`src/hdl/rchk_pkg.sv`:
```
// ----------------------------------------------------------------------------
// rchk_pkg
// Shared constants and types for the rectangle-center Hilbert key pipeline.
// ----------------------------------------------------------------------------
package rchk_pkg;

  localparam int KEY_W         = 64;  // result key width
  localparam int TOP_W         = 5;   // width of the top-bit register
  localparam int FRAC_BITS_DEF = 20;  // default fraction bits of a coordinate
  localparam int STEP_BITS     = 8;   // curve steps resolved per walk stage

  localparam logic [TOP_W-1:0] TOP_RESET = 5'd31;

  // Pending complement state of the walk: flip_d0 applies to x bits where
  // (x xor y) is 0, flip_d1 to x bits where it is 1.
  typedef struct packed {
    logic flip_d0;
    logic flip_d1;
  } walk_flags_t;

endpackage

```
`src/hdl/rchk_walk_stage.sv`:
```
// ----------------------------------------------------------------------------
// rchk_walk_stage
// One registered slice of the Hilbert walk, bits HI down to LO.
// ----------------------------------------------------------------------------
module rchk_walk_stage #(
  parameter int COORD_BITS = 21,
  parameter int HI         = 20,
  parameter int LO         = 13
) (
  input  logic                        clk,
  input  logic                        rst_n,
  input  logic                        up_valid,
  output logic                        up_ready,
  input  logic [COORD_BITS-1:0]       up_x,
  input  logic [COORD_BITS-1:0]       up_d,
  input  logic [rchk_pkg::TOP_W-1:0]  up_top,
  input  rchk_pkg::walk_flags_t       up_flags,
  input  logic [2*COORD_BITS-1:0]     up_key,
  output logic                        dn_valid,
  input  logic                        dn_ready,
  output logic [COORD_BITS-1:0]       dn_x,
  output logic [COORD_BITS-1:0]       dn_d,
  output logic [rchk_pkg::TOP_W-1:0]  dn_top,
  output rchk_pkg::walk_flags_t       dn_flags,
  output logic [2*COORD_BITS-1:0]     dn_key
);
  import rchk_pkg::*;

  logic                    valid_r;
  logic [COORD_BITS-1:0]   x_r;
  logic [COORD_BITS-1:0]   d_r;
  logic [TOP_W-1:0]        top_r;
  walk_flags_t             flags_r;
  walk_flags_t             flags_nxt;
  logic [2*COORD_BITS-1:0] key_r;
  logic [2*COORD_BITS-1:0] key_nxt;

  assign up_ready = !valid_r || dn_ready;

  // Resolve each bit from the top of the slice down; steps above top_bit
  // leave the flags alone and contribute zero key bits.
  always_comb begin
    logic db;
    logic xb;
    flags_nxt = up_flags;
    key_nxt   = up_key;
    for (int j = HI; j >= LO; j--) begin
      db = up_d[j];
      xb = up_x[j] ^ (db ? flags_nxt.flip_d1 : flags_nxt.flip_d0);
      if (TOP_W'(j) <= up_top) begin
        key_nxt[2*j +: 2] = {xb, db};
        if (db && xb) begin
          flags_nxt.flip_d0 = !flags_nxt.flip_d0;
        end
        if (!db && !xb) begin
          flags_nxt.flip_d1 = !flags_nxt.flip_d1;
        end
      end else begin
        key_nxt[2*j +: 2] = 2'b00;
      end
    end
  end

  always_ff @(posedge clk) begin
    if (!rst_n) begin
      valid_r <= 1'b0;
    end else if (up_ready) begin
      valid_r <= up_valid;
    end
  end

  always_ff @(posedge clk) begin
    if (up_ready && up_valid) begin
      x_r     <= up_x;
      d_r     <= up_d;
      top_r   <= up_top;
      flags_r <= flags_nxt;
      key_r   <= key_nxt;
    end
  end

  assign dn_valid = valid_r;
  assign dn_x     = x_r;
  assign dn_d     = d_r;
  assign dn_top   = top_r;
  assign dn_flags = flags_r;
  assign dn_key   = key_r;

endmodule

```
`src/hdl/rect_center_hilbert_key.sv`:
```
// ----------------------------------------------------------------------------
// rect_center_hilbert_key
// Hilbert curve key of a rectangle's center, one rectangle per cycle while the output is not stalled.
// ----------------------------------------------------------------------------
//  channel | dir | handshake            | payload
//  --------+-----+----------------------+-----------------------------------
//  in_     | in  | in_tvalid/in_tready  | in_tdata: low_x, low_y, high_x,
//          |     |                      |   high_y (COORD_BITS each)
//  out_    | out | out_tvalid/out_tready| out_tdata: curve_key (64 bits)
//  cfg_    | in  | cfg_wr_en            | cfg_wr_data: top_bit (5 bits)
//
//  Throughput: one word per cycle while out_tready is high. Each word passes
//  the center stage and then the walk stages, which resolve eight curve steps
//  each.
//  Reset (rst_n low, synchronous) empties the pipeline and sets top_bit to 31.
//  Stalls: out_tready low holds the last stage; ready ripples back stage by
//  stage, so bubbles are squeezed out and no word is lost or repeated.
// ----------------------------------------------------------------------------
module rect_center_hilbert_key #(
  parameter  int FRAC_BITS = rchk_pkg::FRAC_BITS_DEF,
  localparam int CB        = FRAC_BITS + 1,
  localparam int IN_W      = ((4 * CB + 7) / 8) * 8
) (
  input  logic                        clk,
  input  logic                        rst_n,
  input  logic                        in_tvalid,
  output logic                        in_tready,
  // low_x, low_y, high_x, high_y from bit 0 up, zero padded to bytes
  input  logic [IN_W-1:0]             in_tdata,
  output logic                        out_tvalid,
  input  logic                        out_tready,
  // curve_key
  output logic [rchk_pkg::KEY_W-1:0]  out_tdata,
  input  logic                        cfg_wr_en,
  input  logic [rchk_pkg::TOP_W-1:0]  cfg_wr_data
);
  import rchk_pkg::*;

  localparam int COORD_BITS = CB;
  localparam int KW         = 2 * COORD_BITS;
  localparam int NST        = (COORD_BITS + STEP_BITS - 1) / STEP_BITS;

  // Configuration register
  logic [TOP_W-1:0] top_bit_r;

  always_ff @(posedge clk) begin
    if (!rst_n) begin
      top_bit_r <= TOP_RESET;
    end else if (cfg_wr_en) begin
      top_bit_r <= cfg_wr_data;
    end
  end

  // Unpack the rectangle
  logic [COORD_BITS-1:0] low_x;
  logic [COORD_BITS-1:0] low_y;
  logic [COORD_BITS-1:0] high_x;
  logic [COORD_BITS-1:0] high_y;

  assign low_x  = in_tdata[0*COORD_BITS +: COORD_BITS];
  assign low_y  = in_tdata[1*COORD_BITS +: COORD_BITS];
  assign high_x = in_tdata[2*COORD_BITS +: COORD_BITS];
  assign high_y = in_tdata[3*COORD_BITS +: COORD_BITS];

  // Pipeline links: index k feeds walk stage k, index NST is the output.
  logic [NST:0]                 pv;
  logic [NST:0]                 pr;
  logic [NST:0][COORD_BITS-1:0] px;
  logic [NST:0][COORD_BITS-1:0] pd;
  logic [NST:0][TOP_W-1:0]      ptop;
  walk_flags_t [NST:0]          pflags;
  logic [NST:0][KW-1:0]         pkey;

  // Center stage: form the centers with one extra sum bit, take x xor y and
  // preload the flags for curve steps above the coordinate width. Those
  // steps see x = y = 0, append zero and each toggle flip_d1.
  logic                  s0_valid_r;
  logic [COORD_BITS-1:0] s0_x_r;
  logic [COORD_BITS-1:0] s0_d_r;
  logic [TOP_W-1:0]      s0_top_r;
  walk_flags_t           s0_flags_r;

  logic [COORD_BITS:0]   sum_x;
  logic [COORD_BITS:0]   sum_y;
  logic [COORD_BITS-1:0] cx;
  logic [COORD_BITS-1:0] cy;
  logic [TOP_W-1:0]      extra_steps;
  walk_flags_t           s0_flags_nxt;

  assign sum_x       = {1'b0, low_x} + {1'b0, high_x};
  assign sum_y       = {1'b0, low_y} + {1'b0, high_y};
  assign cx          = sum_x[COORD_BITS:1];
  assign cy          = sum_y[COORD_BITS:1];
  assign extra_steps = top_bit_r - TOP_W'(COORD_BITS - 1);

  always_comb begin
    s0_flags_nxt.flip_d0 = 1'b0;
    s0_flags_nxt.flip_d1 = (top_bit_r > TOP_W'(COORD_BITS - 1)) && extra_steps[0];
  end

  assign in_tready = !s0_valid_r || pr[0];

  always_ff @(posedge clk) begin
    if (!rst_n) begin
      s0_valid_r <= 1'b0;
    end else if (in_tready) begin
      s0_valid_r <= in_tvalid;
    end
  end

  always_ff @(posedge clk) begin
    if (in_tready && in_tvalid) begin
      s0_x_r     <= cx;
      s0_d_r     <= cx ^ cy;
      s0_top_r   <= top_bit_r;
      s0_flags_r <= s0_flags_nxt;
    end
  end

  assign pv[0]     = s0_valid_r;
  assign px[0]     = s0_x_r;
  assign pd[0]     = s0_d_r;
  assign ptop[0]   = s0_top_r;
  assign pflags[0] = s0_flags_r;
  assign pkey[0]   = '0;

  // Walk stages, highest coordinate bits first
  for (genvar k = 0; k < NST; k++) begin : g_walk
    localparam int HI = COORD_BITS - 1 - k * STEP_BITS;
    localparam int LO = (HI + 1 > STEP_BITS) ? HI + 1 - STEP_BITS : 0;

    rchk_walk_stage #(
      .COORD_BITS (COORD_BITS),
      .HI         (HI),
      .LO         (LO)
    ) u_stage (
      .clk      (clk),
      .rst_n    (rst_n),
      .up_valid (pv[k]),
      .up_ready (pr[k]),
      .up_x     (px[k]),
      .up_d     (pd[k]),
      .up_top   (ptop[k]),
      .up_flags (pflags[k]),
      .up_key   (pkey[k]),
      .dn_valid (pv[k+1]),
      .dn_ready (pr[k+1]),
      .dn_x     (px[k+1]),
      .dn_d     (pd[k+1]),
      .dn_top   (ptop[k+1]),
      .dn_flags (pflags[k+1]),
      .dn_key   (pkey[k+1])
    );
  end

  // Output: last walk stage register drives the port directly
  assign pr[NST]    = out_tready;
  assign out_tvalid = pv[NST];
  assign out_tdata  = {{(KEY_W - KW){1'b0}}, pkey[NST]};

`ifndef SYNTHESIS
  // Pipeline empties on reset
  a_reset_empty: assert property (@(posedge clk) !rst_n |=> !out_tvalid)
    else $error("output valid after reset");

  // An empty output register means every stage can advance
  a_ready_when_drained: assert property (@(posedge clk) disable iff (!rst_n)
    !out_tvalid |-> in_tready)
    else $error("input stalled while output drained");

  // A stalled center stage keeps its word
  a_center_hold: assert property (@(posedge clk) disable iff (!rst_n)
    s0_valid_r && !pr[0] |=> s0_valid_r)
    else $error("center stage dropped a word");

  // Key bits above the walked range are zero
  a_key_range: assert property (@(posedge clk) disable iff (!rst_n)
    out_tvalid |-> (out_tdata >> ((7'(ptop[NST]) << 1) + 7'd2)) == '0)
    else $error("key bits set above top_bit range");
`endif

endmodule

```
`config.mk`:
```
export PLATFORM = sky130hd
export DESIGN_NAME = rect_center_hilbert_key
export DESIGN_NICKNAME = d
export VERILOG_FILES = /design/src/hdl/rchk_pkg.sv /design/src/hdl/rchk_walk_stage.sv /design/src/hdl/rect_center_hilbert_key.sv
export SDC_FILE = /design/constraint.sdc
export NUM_CORES = 1
export LEC_CHECK = 0
export CORE_MARGIN = 2
export CORE_UTILIZATION = 50
export CTS_BUF_LIST = sky130_fd_sc_hd__clkbuf_2
export DETAILED_ROUTE_END_ITERATION = 10
export DONT_BUFFER_PORTS = 1
export PLACE_DENSITY_LB_ADDON = 0.08
export SLEW_MARGIN = 30
export SYNTH_ARGS = -nofsm -noshare
export SYNTH_HDL_FRONTEND = slang
export SYNTH_SLANG_ARGS = --single-unit
```
`constraint.sdc`:
```
create_clock -name clk -period 12 [get_ports clk]
set_input_delay 0.6 -clock clk [delete_from_list [all_inputs] [get_ports clk]]
set_output_delay 0.6 -clock clk [all_outputs]
set_load 0.05 [all_outputs]
```
==> impl_metrics.ini, run 1 <==
[floorplanning]
die_h_um = 154
dieArea_mm2 = 0.0237
rows = 54
core_mm2 = 0.0220
die_w_um = 154
pin_count = 164
initial_core_util_pct = 51.1

[synth]
async_flop_share_pct = 0
synth_compound_gate_area_share_pct = 11.8
synth-xor-area-share_pct = 11.1
ys_seq_area_share_pct = 51.9
synth_cells = 958
synth_adder_area_share_pct = 4.82
ys_ff_latch = 197
yosysTopAreaCell = edfxtp_1
synth_cell_types = 90
synth_top_family_by_area = simple AND/OR/NAND/NOR gates
synth-simple-area-share_pct = 14.0
yosysWarnings = 0
syn_area_mm2 = 0.0112
synth-edff-count = 188
ys.flop_type = edfxtp_1
synthMuxAreaShare_pct = 2.21
synth_area_leaders = edfxtp_1 50%, xnor2_1 6.0%, ha_1 4.5%, xor2_1 3.0%, a21oi_1 2.9%
avgSynthCellArea_um2 = 11.7
synth_top_area_share_pct = 50.3

[placement]
place_hpwl_um = 14200
pre_cts_slack_ps = 6210
io_buffers = 0
gp_congestion = 0.802
place_area_mm2 = 0.0114

[power_and_ir_drop]
power_frac_clock_pct = 11.7
total_leakage_power_uw = 0.00428
netSwitchingPower_uw = 1030
p_per_area_mw_per_mm2 = 219
comb_power_share_pct = 50.7
p_seq_share_pct = 37.6
sw_frac_of_total_pct = 40.0
power_uw = 2570
ir_drop_mv = 0.107
p_int_uw = 1540

[critical_path]
crit_fanout = 12
cp-start-kind = register
critical_path_arrival_ps = 6390
timing.rr.start = g_walk[0].u_stage.dn_flags[1]
critPathRequiredTime_ps = 12560
endpoint_kind = register
worst-r2r-setup-slack_ps = 6180
crit-reg2reg-capture = g_walk[1].u_stage.dn_flags[1]
ff2ff_path_depth = 18
worstSetupPathType = register to register

[timing]
finalCritPeriodShare_pct = 48.5
drv_slew = 0
setup_viol = 0
hold_ws_ps = 122
setup_ws_ps = 6180
rsz0062_at_grt = no
finClkSkew_ps = 35.2
tightest_slew_ps = 793
max-slew-margin-rel_pct = 46.4
fin_setup_tns_ps = 0
fmax_mhz = 172
min_period_ps = 5820
hold_violations = 0

[grt]
grt_max_degree = 50
met3_usage_pct = 3.83
grt_pass1_wl_um = 30800
grt_antenna_before_repair = 1
grt_pass1_vias = 6193
track_usage_pct = 16.3
use_met1_pct = 25.1
grt_use_met2_pct = 23.2
grt.busiest_layer = met1
overflow = 0

[route]
dr.pass1.iters = 5
vias = 6758
postRouteAntennaNets = 0
dr.first_iter.drc_count = 386
vias_per_cell = 5.38
routedWlPerCell_um = 15.2
drc = 0
wl_um = 19000

[layout]
fin_area_mm2 = 0.0117
multiInputGateArea_mm2 = 0.00504
area_growth_pct = 4.44
fillers = 1907
final_nets = 1101
register_area_mm2 = 0.00583
drive_gt1_share_pct = 7.91

[min_path]
hold_end = s0_x_r[0]
whs_path_depth = 1
hold_class = primary input to register
min_from = in_tdata[43]

[run]
drv_cap = 0

[clock_tree]
ctsResizeCount = 0
path_clk_slew_ps = 280
numClockSinks = 197
cts_tree = done
cts_htree_levels = 4
cts_root_buffer = clkbuf_2
cts_inserted_buffers = 17
clk_latency_ps = 770
clk_path_buf_depth = 2

[run_status]
outcome = finished, final reports clean
## synthesized netlist by cell type, drive strengths merged, types with 9 or more instances
cell type,count
edfxtp,188
xnor2,82
a21oi,66
nor2,56
nand2,50
inv,41
ha,40
xor2,40
buf,39
nor3,31
nand3,24
o21ai,22
o21bai,22
mux2i,21
nor2b,19
and2,17
a21o,12
clkbuf,12
nand2b,12
or3,12
or2,10
a31oi,9
and3,9
dfxtp,9
nand4,9
## critical path: stages (launching register included)
cell and delay [ps]:
edfxtp_1 650, or3_1 430, a31oi_1 200, o21ai_2 110
and3_4 210, a311oi_2 570, a221o_1 250, nand2_1 60
nor3_2 340, mux2i_1 320, nand4_4 200, xor2_1 420
mux2i_1 240, xnor3_2 340, mux2_1 360, xnor3_1 260
or4_1 490, nand4_1 110, nor2_1 70
## cell families (layout without fill, tap and decap cells)
logic type                 Yosys count  after routing
adders and majority gates           42             42
buffers and inverters               92             87
DFF                                197            197
muxes                               24             24
AOI/OAI and AO/OA                  191            191
other                                1             23
and+or+nand+nor                    284            284
xor gates and xnor gates           127            127
## registers in the layout (all words and copies together), names as in the netlist
name / flops
s0_top_r: 5
s0_x_r: 21
s0_d_r: 21
g_walk.u_stage.dn_key: 90
g_walk.u_stage.dn_top: 10
s0_valid_r: 1
pflags: 1
g_walk.u_stage.dn_flags: 4
g_walk.u_stage.dn_d: 18
top_bit_r: 5
g_walk.u_stage.dn_x: 18
g_walk.u_stage.dn_valid: 3
## worst max path at each step
stage,start,to,slack (ps),cells after the start
3_5_place_dp,g_walk[0].u_stage.dn_flags[1],g_walk[1].u_stage.dn_flags[1],6210,18
3_3_place_gp,g_walk[0].u_stage.dn_flags[1],g_walk[1].u_stage.dn_flags[1],6240,18
5_1_grt,g_walk[0].u_stage.dn_flags[1],g_walk[1].u_stage.dn_flags[1],5770,18
4_1_cts,g_walk[0].u_stage.dn_flags[1],g_walk[1].u_stage.dn_flags[1],6170,18
2_1_floorplan,g_walk[0].u_stage.dn_x[12],g_walk[1].u_stage.dn_flags[1],6950,19
6_report,g_walk[0].u_stage.dn_flags[1],g_walk[1].u_stage.dn_flags[1],6180,18
## stage by stage
step | instances | utilization (%)
detailed placement | 1211 | 51.9
finish | 1255 | 53.4
global route | 1255 | 53.4
global placement | 1211 | 51.9
CTS | 1254 | 53.4
floorplan | 979 | -
## routing by layer
metal	vias up	share of wire, %
li1	3476	-
met1	3087	53
met2	180	41
met3	15	5.2
met4	0	0.93
met5	-	0
## cells in the final DEF (no fill, tap or decap), types with 17 or more instances in the layout
cell and instances:
nor2b_1 17, nand3_1 23, inv_1 41, nor2_1 56, nor3_1 30, xnor2_1 77
o21ai_0 18, edfxtp_1 188, a21oi_1 65, o21bai_1 22, nand2_1 49, ha_1 40
conb_1 22, xor2_1 38, mux2i_1 21, clkbuf_2 17
## power by group through the flow
stage	Clock, uW	Combinational [uW]	Sequential (uW)
after floorplan	0	1130	944
after global placement	0	1280	981
after detailed placement	0	1290	983
after CTS	318	1300	967
after global routing	341	1450	980
final	301	1300	967
## repair_timing
item,in CTS,in global routing
buffers inserted,0,0
hold buffers,11,0
endpoints found under the hold margin,9,0
## final cells by class
cell class	instances	area share, %
tap	280	2.99
inverter	41	1.31
clock buffer	17	0.726
antenna	1	0.0213
sequential	197	49.7
multi-input combinational	690	43.0
timing repair buffer	14	1.13
clock inverter	15	1.16
Note: power is estimated with default switching activity, not from simulation.
==> run 2: changes to the inputs <==
clock period = 5.55 ns   (was 12 ns; I/O delays follow)
==> run 2 against run 1 <==
Compared with the run above:
- non-clock buffer count is 112 higher
- sequential cell count stayed put
- global-route usage is 1.3 points higher
- largest power group unchanged
- highest routed layer unchanged
==> impl_metrics.ini, run 2 (synthesized netlist as in run 1, its figures left out) <==
[layout]
largest_register_ffs = 90
final_util_pct = 58.6
layout_common_cells = 188 x edfxtp_1, 102 x dlygate4sd3_1, 77 x xnor2_1
area_growth_pct = 14.6
layout_commonest_cell = edfxtp_1
final_nets = 1213
drive_gt1_share_pct = 9.67

[run]
drv_cap = 0

[route]
routedWlPerCell_um = 15.0
postRouteAntennaNets = 0
vias_per_cell = 5.39
dr.first_iter.drc_count = 405
vias = 7374
dr.pass1.iters = 4
wl_um = 20500
drc = 0

[timing]
rsz0062_at_grt = no
max-slew-margin-rel_pct = 50.6
fmax_mhz = 191
min_period_ps = 5230
drv_slew = 0
finalCritPeriodShare_pct = 94.2
hold_violations = 0
finClkSkew_ps = 34.4
tightest_slew_ps = 739
setup_viol = 0
fin_setup_tns_ps = 0
hold_ws_ps = 90.4

[critical_path]
critPathRequiredTime_ps = 6070
crit_fanout = 9
critical_path_arrival_ps = 5750
endpoint_kind = register
cp-start-kind = register
worstSetupPathType = register to register

[grt]
grt_pass1_wl_um = 33400
grt_pass1_vias = 6862
track_usage_pct = 17.6
grt_antenna_before_repair = 1
grt_max_degree = 50
overflow = 0

[placement]
io_buffers = 0
gp_congestion = 0.835
place_hpwl_um = 14400

[min_path]
hold_class = primary input to register

[power_and_ir_drop]
p_per_area_mw_per_mm2 = 460
total_leakage_power_uw = 0.00478
ir_drop_mv = 0.294

[floorplanning]
die_w_um = 154
core_mm2 = 0.0220
dieArea_mm2 = 0.0237
die_h_um = 154
pin_count = 164
rows = 54
initial_core_util_pct = 51.1

[clock_tree]
clk_path_buf_depth = 2
numClockSinks = 197
cts_inserted_buffers = 17
cts_tree = done
cts_root_buffer = clkbuf_2
cts_htree_levels = 4
path_clk_slew_ps = 260
clk_latency_ps = 730

[run_status]
outcome = finished, final reports clean
-- run 2: per-layer routing --
metal  share of wire [%]  track usage, %  routed length [um]  up-vias
li1                    -               -                   -     3712
met1                  51            26.0               10400     3430
met2                  43            26.5                8750      222
met3                 5.6            3.75                1150       10
met4                 1.1            4.54                 219        0
met5                   0               0                   0        -
-- run 2: cell type report --
cell class / count / area, um2
fill: 1774 / 9100
sequential: 197 / 5830
inverter: 41 / 154
clock inverter: 13 / 148
antenna: 1 / 2.50
timing repair buffer: 126 / 1200
tap: 280 / 350
clock buffer: 19 / 95.1
multi-input combinational: 690 / 5090
-- run 2: final timing paths --
path	startpoint	endpoint	slack [ps]	cells after the start
setup / recovery	g_walk[0].u_stage.dn_x[12]	g_walk[1].u_stage.dn_flags[1]	320	19
hold / removal	in_tdata[16]	s0_x_r[15]	90	2
setup reg to reg	g_walk[0].u_stage.dn_x[12]	g_walk[1].u_stage.dn_flags[1]	320	19
hold reg to reg	g_walk[1].u_stage.dn_key[11]	g_walk[2].u_stage.dn_key[11]	440	0
-- run 2: stage by stage --
step	power (uW)	area, um2	setup WS [ps]	instances
finish	5920	12900	319	1367
global route	6380	12900	3.76	1367
CTS	5850	12800	215	1359
detailed placement	5040	11500	230	1225
global placement	5000	11500	255	1225
floorplan	4490	11300	502	979
-- run 2: timing repair --
action,CTS,global route
endpoints found under the setup margin,0,6
setup buffers,0,7
gates resized for setup,0,10
hold buffers,102,0
endpoints found under the hold margin,64,0
-- run 2: worst max-delay path, stage by stage, from the launching register on --
cell      delay (ps)
edfxtp_1         460
buf_4            190
xor2_1           140
nand3b_1         200
xnor2_2          360
mux2i_2          130
a311oi_4         440
a221o_1          230
nand2_1           80
nor3_4           210
mux2i_2          300
nand4_4          200
xnor2_1          160
or3_1            330
xnor3_2          380
mux2_1           330
xnor3_2          270
or4_1            480
nand4_1          100
nor2_1            50
-- run 2: report_power, final --
| part | total, uW | internal [uW] | switching (uW) |
|---|---|---|---|
| Clock | 700 | 219 | 481 |
| Combinational | 3150 | 1520 | 1620 |
| Sequential | 2070 | 1930 | 147 |
